===== src/hdl/lpm_pkg.sv =====
`default_nettype none
// ----------------------------------------------------------------------------
// lpm_pkg
// shared types, codes and helpers of the longest prefix route lookup
// ----------------------------------------------------------------------------
package lpm_pkg;

    localparam int unsigned MAX_ROUTES_DEF = 16;
    localparam int unsigned ADDR_W         = 32;
    localparam int unsigned LEN_W          = 6;
    localparam int unsigned HOP_W          = 8;
    localparam int unsigned QUEUE_DEPTH    = 2;

    localparam logic [LEN_W-1:0]  PREFIX_MAX = LEN_W'(32);
    localparam logic [ADDR_W-1:0] ADDR_ONES  = 32'hFFFF_FFFF;

    // opcode values
    localparam logic OP_ADD    = 1'b0;
    localparam logic OP_LOOKUP = 1'b1;

    typedef enum logic [1:0] {
        ST_ADDED = 2'd0,
        ST_FULL  = 2'd1,
        ST_HIT   = 2'd2,
        ST_MISS  = 2'd3
    } status_t;

    typedef struct packed {
        logic              opcode;
        logic [ADDR_W-1:0] address;
        logic [LEN_W-1:0]  prefix_len;
        logic [HOP_W-1:0]  hop_id;
    } req_t;

    typedef struct packed {
        status_t          status;
        logic [HOP_W-1:0] next_hop;
        logic [LEN_W-1:0] matched_len;
    } rsp_t;

    // classified command between front and engine
    typedef struct packed {
        logic              is_lookup;
        logic [ADDR_W-1:0] address;
        logic [LEN_W-1:0]  length;
        logic [HOP_W-1:0]  hop;
    } cmd_t;

    // one stored route
    typedef struct packed {
        logic [ADDR_W-1:0] network;
        logic [LEN_W-1:0]  length;
        logic [HOP_W-1:0]  hop;
    } route_t;

    // length is already saturated to 32; zero gives an empty mask
    function automatic logic [ADDR_W-1:0] prefix_mask(input logic [LEN_W-1:0] len);
        return ~(ADDR_ONES >> len);
    endfunction

endpackage
`default_nettype wire


===== src/hdl/lpm_front.sv =====
`default_nettype none
// ----------------------------------------------------------------------------
// lpm_front
// accepts request words, classifies them and saturates the prefix length
// ----------------------------------------------------------------------------
module lpm_front (
    input  wire logic          req_valid,
    output logic               req_ready,
    input  wire lpm_pkg::req_t req_word,
    output logic               push,
    input  wire logic          push_ready,
    output lpm_pkg::cmd_t      push_cmd
);

    assign req_ready = push_ready;
    assign push      = req_valid & push_ready;

    always_comb
    begin
        push_cmd.is_lookup = (req_word.opcode == lpm_pkg::OP_LOOKUP);
        push_cmd.address   = req_word.address;
        push_cmd.hop       = req_word.hop_id;
        // lengths above 32 become a host route
        if (req_word.prefix_len > lpm_pkg::PREFIX_MAX)
        begin
            push_cmd.length = lpm_pkg::PREFIX_MAX;
        end
        else
        begin
            push_cmd.length = req_word.prefix_len;
        end
    end

endmodule
`default_nettype wire


===== src/hdl/lpm_cmd_fifo.sv =====
`default_nettype none
// ----------------------------------------------------------------------------
// lpm_cmd_fifo
// short command queue between front and lookup engine
// ----------------------------------------------------------------------------
module lpm_cmd_fifo (
    input  wire logic          clk,
    input  wire logic          rst_n,
    input  wire logic          push,
    output logic               push_ready,
    input  wire lpm_pkg::cmd_t push_cmd,
    output logic               pop_valid,
    input  wire logic          pop,
    output lpm_pkg::cmd_t      pop_cmd
);

    localparam int unsigned PTR_W = (lpm_pkg::QUEUE_DEPTH > 1) ?
                                    $clog2(lpm_pkg::QUEUE_DEPTH) : 1;
    localparam int unsigned CNT_W = $clog2(lpm_pkg::QUEUE_DEPTH + 1);

    lpm_pkg::cmd_t    slot_reg [lpm_pkg::QUEUE_DEPTH];
    logic [PTR_W-1:0] wr_ptr_reg, wr_ptr_next;
    logic [PTR_W-1:0] rd_ptr_reg, rd_ptr_next;
    logic [CNT_W-1:0] fill_reg, fill_next;
    logic             do_push, do_pop;

    assign push_ready = (fill_reg != CNT_W'(lpm_pkg::QUEUE_DEPTH));
    assign pop_valid  = (fill_reg != '0);
    assign pop_cmd    = slot_reg[rd_ptr_reg];
    assign do_push    = push & push_ready;
    assign do_pop     = pop & pop_valid;

    function automatic logic [PTR_W-1:0] ptr_inc(input logic [PTR_W-1:0] p);
        if (p == PTR_W'(lpm_pkg::QUEUE_DEPTH - 1))
        begin
            return '0;
        end
        return p + PTR_W'(1);
    endfunction

    always_comb
    begin
        wr_ptr_next = do_push ? ptr_inc(wr_ptr_reg) : wr_ptr_reg;
        rd_ptr_next = do_pop  ? ptr_inc(rd_ptr_reg) : rd_ptr_reg;
        fill_next   = fill_reg;
        if (do_push && !do_pop)
        begin
            fill_next = fill_reg + CNT_W'(1);
        end
        else if (!do_push && do_pop)
        begin
            fill_next = fill_reg - CNT_W'(1);
        end
    end

    always_ff @(posedge clk or negedge rst_n)
    begin
        if (!rst_n)
        begin
            wr_ptr_reg <= '0;
            rd_ptr_reg <= '0;
            fill_reg   <= '0;
        end
        else
        begin
            wr_ptr_reg <= wr_ptr_next;
            rd_ptr_reg <= rd_ptr_next;
            fill_reg   <= fill_next;
        end
    end

    always_ff @(posedge clk)
    begin
        if (do_push)
        begin
            slot_reg[wr_ptr_reg] <= push_cmd;
        end
    end

endmodule
`default_nettype wire


===== src/hdl/lpm_engine.sv =====
`default_nettype none
// ----------------------------------------------------------------------------
// lpm_engine
// route table memory, add handling and one-entry-per-cycle lookup scan
// ----------------------------------------------------------------------------
module lpm_engine #(
    parameter int unsigned MAX_ROUTES = lpm_pkg::MAX_ROUTES_DEF
) (
    input  wire logic          clk,
    input  wire logic          rst_n,
    input  wire logic          cmd_valid,
    output logic               cmd_pop,
    input  wire lpm_pkg::cmd_t cmd,
    output logic               rsp_valid,
    input  wire logic          rsp_ready,
    output lpm_pkg::rsp_t      rsp_word
);

    localparam int unsigned IDX_W = (MAX_ROUTES > 1) ? $clog2(MAX_ROUTES) : 1;
    localparam int unsigned CNT_W = $clog2(MAX_ROUTES + 1);

    typedef enum logic [1:0] {
        S_IDLE = 2'b01,
        S_SCAN = 2'b10
    } state_t;

    state_t                        state_reg, state_next;
    logic [CNT_W-1:0]              count_reg, count_next;
    logic [CNT_W-1:0]              issue_reg, issue_next;
    logic                          rd_vld_reg;
    logic                          found_reg, found_next;
    logic [lpm_pkg::LEN_W-1:0]     best_len_reg, best_len_next;
    logic [lpm_pkg::HOP_W-1:0]     best_hop_reg, best_hop_next;
    logic [lpm_pkg::ADDR_W-1:0]    dest_reg, dest_next;
    logic                          rsp_valid_reg, rsp_valid_next;
    lpm_pkg::rsp_t                 rsp_reg, rsp_next;

    lpm_pkg::route_t               route_mem [MAX_ROUTES];
    lpm_pkg::route_t               rd_data_reg;

    logic                          take, table_full, wr_en, rd_en, scan_done;
    logic                          entry_hit, entry_better;

    assign take       = (state_reg == S_IDLE) && cmd_valid && !rsp_valid_reg;
    assign cmd_pop    = take;
    assign table_full = (count_reg == CNT_W'(MAX_ROUTES));
    assign wr_en      = take && !cmd.is_lookup && !table_full;
    assign rd_en      = (state_reg == S_SCAN) && (issue_reg != count_reg);
    assign scan_done  = (state_reg == S_SCAN) && !rd_en && !rd_vld_reg;

    // masked compare of the entry read last cycle
    assign entry_hit = rd_vld_reg &&
        (((dest_reg ^ rd_data_reg.network) & lpm_pkg::prefix_mask(rd_data_reg.length))
         == '0);
    assign entry_better = entry_hit && (!found_reg || (rd_data_reg.length > best_len_reg));

    assign rsp_valid = rsp_valid_reg;
    assign rsp_word  = rsp_reg;

    always_comb
    begin
        state_next     = state_reg;
        count_next     = count_reg;
        issue_next     = issue_reg;
        found_next     = found_reg;
        best_len_next  = best_len_reg;
        best_hop_next  = best_hop_reg;
        dest_next      = dest_reg;
        rsp_valid_next = rsp_valid_reg;
        rsp_next       = rsp_reg;

        if (rsp_valid_reg && rsp_ready)
        begin
            rsp_valid_next = 1'b0;
        end

        case (state_reg)
            S_IDLE:
            begin
                if (take)
                begin
                    if (cmd.is_lookup)
                    begin
                        dest_next  = cmd.address;
                        issue_next = '0;
                        found_next = 1'b0;
                        state_next = S_SCAN;
                    end
                    else
                    begin
                        rsp_next.next_hop    = '0;
                        rsp_next.matched_len = '0;
                        rsp_valid_next       = 1'b1;
                        if (table_full)
                        begin
                            rsp_next.status = lpm_pkg::ST_FULL;
                        end
                        else
                        begin
                            rsp_next.status = lpm_pkg::ST_ADDED;
                            count_next      = count_reg + CNT_W'(1);
                        end
                    end
                end
            end
            S_SCAN:
            begin
                if (rd_en)
                begin
                    issue_next = issue_reg + CNT_W'(1);
                end
                if (entry_better)
                begin
                    found_next    = 1'b1;
                    best_len_next = rd_data_reg.length;
                    best_hop_next = rd_data_reg.hop;
                end
                if (scan_done)
                begin
                    rsp_valid_next = 1'b1;
                    state_next     = S_IDLE;
                    if (found_reg)
                    begin
                        rsp_next.status      = lpm_pkg::ST_HIT;
                        rsp_next.next_hop    = best_hop_reg;
                        rsp_next.matched_len = best_len_reg;
                    end
                    else
                    begin
                        rsp_next.status      = lpm_pkg::ST_MISS;
                        rsp_next.next_hop    = '0;
                        rsp_next.matched_len = '0;
                    end
                end
            end
            default:
            begin
                state_next = S_IDLE;
            end
        endcase
    end

    always_ff @(posedge clk or negedge rst_n)
    begin
        if (!rst_n)
        begin
            state_reg     <= S_IDLE;
            count_reg     <= '0;
            issue_reg     <= '0;
            rd_vld_reg    <= 1'b0;
            found_reg     <= 1'b0;
            rsp_valid_reg <= 1'b0;
        end
        else
        begin
            state_reg     <= state_next;
            count_reg     <= count_next;
            issue_reg     <= issue_next;
            rd_vld_reg    <= rd_en;
            found_reg     <= found_next;
            rsp_valid_reg <= rsp_valid_next;
        end
    end

    always_ff @(posedge clk)
    begin
        best_len_reg <= best_len_next;
        best_hop_reg <= best_hop_next;
        dest_reg     <= dest_next;
        rsp_reg      <= rsp_next;
    end

    // route table
    always_ff @(posedge clk)
    begin
        if (wr_en)
        begin
            route_mem[count_reg[IDX_W-1:0]] <= '{network: cmd.address,
                                                 length:  cmd.length,
                                                 hop:     cmd.hop};
        end
        if (rd_en)
        begin
            rd_data_reg <= route_mem[issue_reg[IDX_W-1:0]];
        end
    end

endmodule
`default_nettype wire


===== src/hdl/longest_prefix_route_lookup.sv =====
`default_nettype none
// ----------------------------------------------------------------------------
// longest_prefix_route_lookup
// ipv4 route table with add and longest prefix match lookup
// ----------------------------------------------------------------------------
// usage
//   req channel (req_valid/req_ready/req_word) takes one word per item:
//   opcode add stores address/prefix_len/hop_id in the next free slot,
//   opcode lookup searches the table for address
//   rsp channel (rsp_valid/rsp_ready/rsp_word) returns exactly one word per
//   item, in order: added, full, hit (next_hop, matched_len) or miss
// timing
//   a front stage feeds a 2-entry command queue; the engine behind it takes
//   one command at a time
//   add: the engine answers from its response register and takes no new
//   command until that response is taken; lookup: scans one stored route
//   per cycle from the table memory through a registered read port, then
//   loads the best match into the response register
// reset
//   rst_n clears the route count and all control; the table needs no clear
// stalls
//   a held response sits in the output register while the queue keeps
//   taking up to two more request words; then req_ready drops
// ----------------------------------------------------------------------------
module longest_prefix_route_lookup #(
    parameter int unsigned MAX_ROUTES = lpm_pkg::MAX_ROUTES_DEF
) (
    input  wire logic          clk,
    input  wire logic          rst_n,
    input  wire logic          req_valid,
    output logic               req_ready,
    input  wire lpm_pkg::req_t req_word,
    output logic               rsp_valid,
    input  wire logic          rsp_ready,
    output lpm_pkg::rsp_t      rsp_word
);

    // front to queue
    logic          push, push_ready;
    lpm_pkg::cmd_t push_cmd;
    // queue to engine
    logic          pop_valid, pop;
    lpm_pkg::cmd_t pop_cmd;

    // classify and saturate the prefix
    lpm_front u_front (
        .req_valid  (req_valid),
        .req_ready  (req_ready),
        .req_word   (req_word),
        .push       (push),
        .push_ready (push_ready),
        .push_cmd   (push_cmd)
    );

    // decouples acceptance from the scan
    lpm_cmd_fifo u_queue (
        .clk        (clk),
        .rst_n      (rst_n),
        .push       (push),
        .push_ready (push_ready),
        .push_cmd   (push_cmd),
        .pop_valid  (pop_valid),
        .pop        (pop),
        .pop_cmd    (pop_cmd)
    );

    // table memory, add and sequential match scan, response register
    lpm_engine #(
        .MAX_ROUTES (MAX_ROUTES)
    ) u_engine (
        .clk        (clk),
        .rst_n      (rst_n),
        .cmd_valid  (pop_valid),
        .cmd_pop    (pop),
        .cmd        (pop_cmd),
        .rsp_valid  (rsp_valid),
        .rsp_ready  (rsp_ready),
        .rsp_word   (rsp_word)
    );

endmodule
`default_nettype wire


===== config.mk =====
export PLATFORM = sky130hd
export DESIGN_NAME = longest_prefix_route_lookup
export DESIGN_NICKNAME = d
export VERILOG_FILES = /design/src/hdl/lpm_pkg.sv /design/src/hdl/lpm_front.sv /design/src/hdl/lpm_cmd_fifo.sv /design/src/hdl/lpm_engine.sv /design/src/hdl/longest_prefix_route_lookup.sv
export SDC_FILE = /design/constraint.sdc
export NUM_CORES = 1
export LEC_CHECK = 0
export BUFFER_PORTS_ARGS = -buffer_cell sky130_fd_sc_hd__clkbuf_2
export CAP_MARGIN = 20
export CORE_ASPECT_RATIO = 1.75
export CORE_UTILIZATION = 44
export DETAILED_ROUTE_END_ITERATION = 12
export RECOVER_POWER = 50
export SLEW_MARGIN = 10
export SYNTH_ARGS = -nofsm -noshare
export SYNTH_HDL_FRONTEND = slang
export SYNTH_SLANG_ARGS = --single-unit

===== constraint.sdc =====
create_clock -name clk -period 6.9 [get_ports clk]
set_input_delay 0.69 -clock clk [delete_from_list [all_inputs] [get_ports clk]]
set_output_delay 0.69 -clock clk [all_outputs]
set_load 0.02 [all_outputs]

==> results of run 1 <==
## cell type report
cell class | count | share of cell area, %
timing repair buffer | 97 | 1.32
tap | 1057 | 3.25
sequential | 957 | 70.4
inverter | 17 | 0.157
multi-input combinational | 510 | 18.3
clock inverter | 50 | 1.11
clock buffer | 104 | 5.53
## placed cells by master (no fill, tap or decap), types with 3 or more instances in the layout
master        n
and3_1       16
buf_4        23
clkbuf_16    87
clkinvlp_4    4
mux4_2      230
nand2b_1      6
clkbuf_2     23
buf_12        3
nor3_1       10
nand2_1      21
bufinv_16     7
dfrtp_4       3
nor2_4       11
nor2_1       15
a21o_1        3
edfxtp_1    938
nand4_1       4
xor2_1       23
clkbuf_1     63
dfrtp_1      13
clkinv_1     20
nand3_1       6
clkinv_2     12
xnor2_1      24
a22o_1        3
nor2b_1       9
mux2_1       46
a21oi_1      15
ha_1         14
and2_2        3
o22ai_1       4
o21ai_0      11
inv_6         3
inv_1        17
o2111ai_1     3
## logic make-up (layout without fill, tap and decap cells)
logic type / Yosys count / in the layout
AOI/OAI and AO/OA: 56 / 56
xor gates and xnor gates: 48 / 48
adders and majority gates: 14 / 14
buffers and inverters: 89 / 268
DFF: 957 / 957
muxes: 279 / 279
and+or+nand+nor: 113 / 113
## path summary, 6_finish.rpt
| kind | slack (ns) | end | startpoint |
|---|---|---|---|
| worst max-delay path | 2.94 | u_engine.route_mem[14][22] | u_queue.rd_ptr_reg |
| worst min-delay path | 0.24 | u_queue.slot_reg[1][2] | req_word[2] |
| worst max register to register | 2.94 | u_engine.route_mem[14][22] | u_queue.rd_ptr_reg |
| worst min register to register | 0.42 | u_engine.best_hop_reg[4] | u_engine.rd_data_reg[4] |
| max in group asynchronous | 5.63 | u_engine.issue_reg[2] | rst_n |
| min in group asynchronous | 0.32 | u_engine.issue_reg[1] | rst_n |
## stage by stage
step / power [uW] / cells / hold slack (ns) / instance area [um^2] / util, %
global placement: 11100 / 2637 / 0.407 / 38100 / 46.5
finish: 15600 / 2792 / 0.236 / 40700 / 49.7
CTS: 15900 / 2792 / 0.00635 / 40800 / 49.8
floorplan: 10100 / 1556 / 0.394 / 36300 / -
detailed placement: 11200 / 2638 / 0.408 / 38100 / 46.5
global route: 16200 / 2792 / 0.204 / 40700 / 49.7
## worst max-delay path: cells and delay by family (launching register included)
family                 cells  cell delay, ns
buffers and inverters      1            2.36
flip-flops                 1            0.36
multiplexers               1            0.84
## layer usage
metal	vias up	GRT usage [%]	share of wire, %
li1	6753	-	-
met1	8652	22.9	39
met2	342	35.0	56
met3	96	2.71	3.6
met4	0	4.94	1.7
met5	-	0	0
## report_power, final
part	switching (uW)	leakage [uW]	internal (uW)
combinational	1980	0.00239	1110
sequential	206	0.00873	7680
clock	2060	0.00131	2590
==> metrics.md, run 1 <==
| Metric | Value |
|---|---|
| Status | `finished with violations` |
| Failing checks | `max-capacitance violations, max-slew violations` |
| Largest register FFs | `736` |
| Number of iterations in the first detailed-routing pass | `5` |
| Synth cell count leaders | `edfxtp_1 (938), mux4_2 (230), clkbuf_1 (53), mux2_2 (48), nor2_1 (26)` |
| Post-Route WL | `76.9 mm` |
| Core Rows | `139` |
| # Max-Cap Violations | `3` |
| Hold_buf cts | `0` |
| # DRC | `0` |
| Synth top area share | `77.6%` |
| Initial DRC Count | `1433` |
| Number of global-route vias before repair | `17195` |
| Clock Sink Count | `957` |
| Synth area leaders | `edfxtp_1 (78%), mux4_2 (14%), mux2_2 (1.5%), dfrtp_1 (1.2%), xnor2_1 (0.58%)` |
| Yosys reg bits | `957` |
| Mapped Cells | `1556` |
| Crit path kind | `reg2reg` |
| Post-layout min period | `3.96 ns` |
| Initial core utilization | `44.3%` |
| Post-DRT Antenna Nets | `0` |
| Crit-path slowest cell | `clkbuf_1` |
| Worst-Margin Slew | `3.52 ns` |
| Fin nets | `1732` |
| Synth Area in Adders | `0.482%` |
| Skew-Pair Late Insertion Delay | `0.65 ns` |
| Final hold vios | `0` |
| Post-synth cell types | `47` |
| Worst hold path type | `in2reg` |
| EDFF count, synth | `938` |
| Final worst setup slack | `2.94 ns` |
| Max H-tree Level | `3` |
| Final setup fails | `0` |
| Peak supply drop | `0.203 mV` |
| Top FF cell, synth | `edfxtp_1` |
| Root cell of the clock tree | `clkbuf_16` |
| Share of cells above drive strength 1 | `24.8%` |
| Core Area | `81900 um^2` |
| Critical Path Source Type | `flop` |
| Power Density | `384 nW/um^2` |
| Syn avg cell area | `23.3 um^2` |
| YS warnings | `0` |
| CTS Buf Count | `84` |
| Number of port buffers | `68` |
| Hold path depth | `1` |
| Synth Area in XOR/XNOR | `1.18%` |
| Seq/Total Area, Yosys | `78.9%` |
| Worst endpoint required time | `7.24 ns` |
| Synth Area in Compound Gates | `1.10%` |
| Sum of negative setup slack | `0 ns` |
| Fmax | `0.253 GHz` |
| Vias per std cell | `5.67` |
| Synth area leader | `edfxtp_1` |
| Area of the multi-input gates | `7430 um^2` |
| GP Congestion | `0.791` |
| First-pass GRT wire length | `114 mm` |
| Synthesized area | `36300 um^2` |
| Max incr delay on CP | `2.36 ns` |
| Area Overhead vs Synth | `12.1%` |
| Fillers | `6442` |
| Global route overflow | `0` |
| Mux cell area share after synthesis | `15.8%` |
| CTS resizes | `0` |
| Worst Skew | `0.0250 ns` |
| Fraction of registers with async set/reset | `1.99%` |
| Ant. Diodes | `0` |
| CTS tree | `built` |
| Gr usage total | `18.9%` |
| Worst-path maximum fanout | `47` |
| Die H | `382 um` |
| Pre-CTS setup slack | `3.16 ns` |
| Max-slew violations | `110` |
| Detailed placement HPWL | `41.3 mm` |
| Worst r2r path cells | `2` |
| Largest net degree at the start of global routing | `152` |
| Die area | `83700 um^2` |
| Crit. End Element | `flop` |
| Period utilization | `57.3%` |
| Crit path cell chain | `clkbuf_1 > mux2_1` |
| RSZ-0062 raised after global routing | `no` |
| Max clock buf depth | `3` |
| Simple-Gate Fraction of Synth Area | `1.60%` |
| Via count | `15843` |
| Leakage Power | `0.0124 uW` |
| I/O pins | `69` |
| Setup Buffers After CTS | `0` |
| DR WL/cell | `27.5 um` |
| Sequential cell area | `28700 um^2` |
| Cell with the most instances after synthesis | `edfxtp_1` |
| Crit path DAT | `4.30 ns` |
| Clock Pin Slew Worst Setup and Hold Paths | `0.06 ns` |
| Slew margin rel. | `-135%` |
| Synthesized Nets | `1621` |
| Die width | `219 um` |
| Largest family of logic cells by synthesized area | `multiplexers` |
| Initial antenna violation count | `0` |
Power figures use the tool's default switching activity.
==> run 2: changes to the inputs <==
==> constraint.sdc (replaced) <==
create_clock -name clk -period 3.8 [get_ports clk]
set_input_delay 0.38 -clock clk [delete_from_list [all_inputs] [get_ports clk]]
set_output_delay 0.38 -clock clk [all_outputs]
set_load 0.02 [all_outputs]
==> metrics.md, run 2 (synthesized netlist as in run 1, its figures left out) <==
| Metric | Value |
|---|---|
| Status | `finished with violations` |
| Failing checks | `max-capacitance violations, max-slew violations` |
| Critical Path Source Type | `flop` |
| Peak supply drop | `0.333 mV (+64%)` |
| Leakage Power | `0.0128 uW (+2.9%)` |
| Setup Buffers After CTS | `0 (unchanged)` |
| Global route hottest layer | `met2` |
| Period utilization | `88.6% (+31 points)` |
| Max H-tree Level | `3 (unchanged)` |
| Final non-filler cell total | `2849 (+2.0%)` |
| Worst Skew | `0.0246 ns (-0.000372 ns)` |
| Hold path depth | `3 (+2)` |
| Number of global-route vias before repair | `17365 (+0.99%)` |
| Post-Route WL | `78.6 mm (+2.3%)` |
| Beginning of the worst register-to-register path | `u_engine.state_reg[0]` |
| Global route overflow | `0 (unchanged)` |
| Via count | `16028 (+1.2%)` |
| Number of iterations in the first detailed-routing pass | `5 (unchanged)` |
| Power Density | `690 nW/um^2 (+80%)` |
| Inst Count DP | `2662 (+0.91%)` |
| Slew margin rel. | `-24.0% (+110 points)` |
| CTS resizes | `0 (unchanged)` |
| Detailed placement HPWL | `45.1 mm (+9.2%)` |
| Final setup fails | `0 (unchanged)` |
| Reg-to-reg slack, setup | `0.43 ns (-2.51 ns)` |
| Initial antenna violation count | `0 (unchanged)` |
| Worst hold path type | `in2reg` |
| Ant. Diodes | `0 (unchanged)` |
| DR WL/cell | `27.6 um (+0.21%)` |
| Final hold vios | `0 (unchanged)` |
| R2R Path End | `u_engine.route_mem[6][33]` |
| Crit path cell chain | `ha_1 > o211ai_1 > nor2_1 > nand2_1 > nor2_4 > buf_12` |
| Max clock buf depth | `3 (unchanged)` |
| CP Buf/Inv Count | `1 (unchanged)` |
| GR Util met3 | `2.59% (-0.12 points)` |
| Worst endpoint required time | `4.15 ns (-3.09 ns)` |
| Crit path kind | `reg2reg` |
| Min Hold Slack | `0.0857 ns (-0.150 ns)` |
| Post-DRT Antenna Nets | `0 (unchanged)` |
| Commonest non-fill, non-tap cell in the layout | `edfxtp_1` |
| Die width | `219 um (unchanged)` |
| Core Area | `81900 um^2 (unchanged)` |
| Largest net degree at the start of global routing | `83 (-45%)` |
| CP top delay family | `simple AND/OR/NAND/NOR gates` |
| Clock Sink Count | `957 (unchanged)` |
| Crit. End Element | `flop` |
| GP Congestion | `0.800 (+1.1%)` |
| Initial DRC Count | `1213 (-15%)` |
| Core Rows | `139 (unchanged)` |
| Clock Pin Slew Worst Setup and Hold Paths | `0.06 ns (about the same)` |
| Worst-Margin Slew | `1.86 ns (-1.66 ns)` |
| Met1 usage | `23.3% (+0.34 points)` |
| Share of cells above drive strength 1 | `25.1% (+0.27 points)` |
| Root cell of the clock tree | `clkbuf_16` |
| CTS tree | `built` |
| Leading cell types in the layout, fill and taps excluded | `edfxtp_1 (938), mux4_2 (230), clkbuf_16 (85), clkbuf_1 (63), mux2_1 (46)` |
| # Max-Cap Violations | `3 (unchanged)` |
| Max incr delay on CP | `0.66 ns (-1.70 ns)` |
| Worst r2r path cells | `6 (+4)` |
| Max-slew violations | `94 (-15%)` |
| I/O pins | `69 (unchanged)` |
| Post-layout min period | `3.37 ns (-0.592 ns)` |
| Hold Path Origin | `req_valid` |
| First-pass GRT wire length | `116 mm (+2.3%)` |
| Die area | `83700 um^2 (unchanged)` |
| Number of port buffers | `68 (unchanged)` |
| Critical Path Start | `u_engine.state_reg[0]` |
| Largest register FFs | `736 (unchanged)` |
| Area Overhead vs Synth | `14.5%` |
| Vias per std cell | `5.63 (-0.86%)` |
| Die H | `382 um (unchanged)` |
| Worst Hold Path EP | `u_queue.wr_ptr_reg` |
| RSZ-0062 raised after global routing | `no` |
| Skew-Pair Late Insertion Delay | `0.66 ns (about the same)` |
| Gr usage total | `19.5% (+0.53 points)` |
| Crit path DAT | `3.71 ns (-0.59 ns)` |
| CTS Buf Count | `83 (-1.2%)` |
| M2 GR Usage | `35.6% (+0.63 points)` |
| Crit-path slowest cell | `nor2_1` |
| # DRC | `0 (unchanged)` |
| Fmax | `0.297 GHz (+18%)` |
| Worst-path maximum fanout | `19 (-60%)` |
| Initial core utilization | `44.3% (unchanged)` |
| Fin nets | `1799 (+3.9%)` |
## run 2: worst register-to-register path, stage by stage, from the launching register on
cell      delay [ns]
dfstp_1         0.55
ha_1            0.30
o211ai_1        0.31
nor2_1          0.66
nand2_1         0.37
nor2_4          0.57
buf_12          0.27
## run 2: stage by stage
stage	setup TNS, ns	worst slack (ns)	total power, uW	area (um^2)	utilization (%)
final	0	0.435	28700	41600	50.8
after global routing	0	0.265	29800	41600	50.8
after CTS	0	0.501	29200	41700	50.9
after detailed placement	0	0.512	20700	38600	47.1
after global placement	0	0.581	20500	38600	47.1
after floorplan	-45.28	-0.146	18300	36300	-
## run 2: per-layer routing
| metal | part of all wire, % | wire [um] |
|---|---|---|
| met1 | 38 | 29800 |
| met2 | 56 | 43600 |
| met3 | 3.8 | 2980 |
| met4 | 2.7 | 2140 |
| met5 | 0 | 0 |
## run 2: cell type report
cell class	instances	area [um^2]
fill	6398	40300
sequential	957	28700
multi-input combinational	510	7450
clock buffer	100	2180
timing repair buffer	165	1440
tap	1057	1320
clock inverter	43	469
inverter	17	63.8
## run 2: worst max path at each step
stage,cells after the start,endpoint,slack (ns)
floorplan,5,u_engine.route_mem[10][0],-0.15
global placement,6,u_engine.route_mem[6][31],0.58
detailed placement,6,u_engine.route_mem[6][28],0.51
CTS,6,u_engine.route_mem[6][33],0.50
global route,6,u_engine.route_mem[6][34],0.26
finish,6,u_engine.route_mem[6][33],0.43
## run 2: repair_timing
| action | in CTS | in global routing |
|---|---|---|
| endpoints found under the setup margin | 0 | 0 |
| hold buffers | 44 | 0 |
| hold endpoints to repair | 103 | 0 |
## run 2: where the power goes
group          leakage [uW]  internal [uW]  switching [uW]  total (uW)
combinational       0.00277           2210            3750        5960
clock               0.00129           4710            3700        8410
sequential          0.00873          13900             396       14300
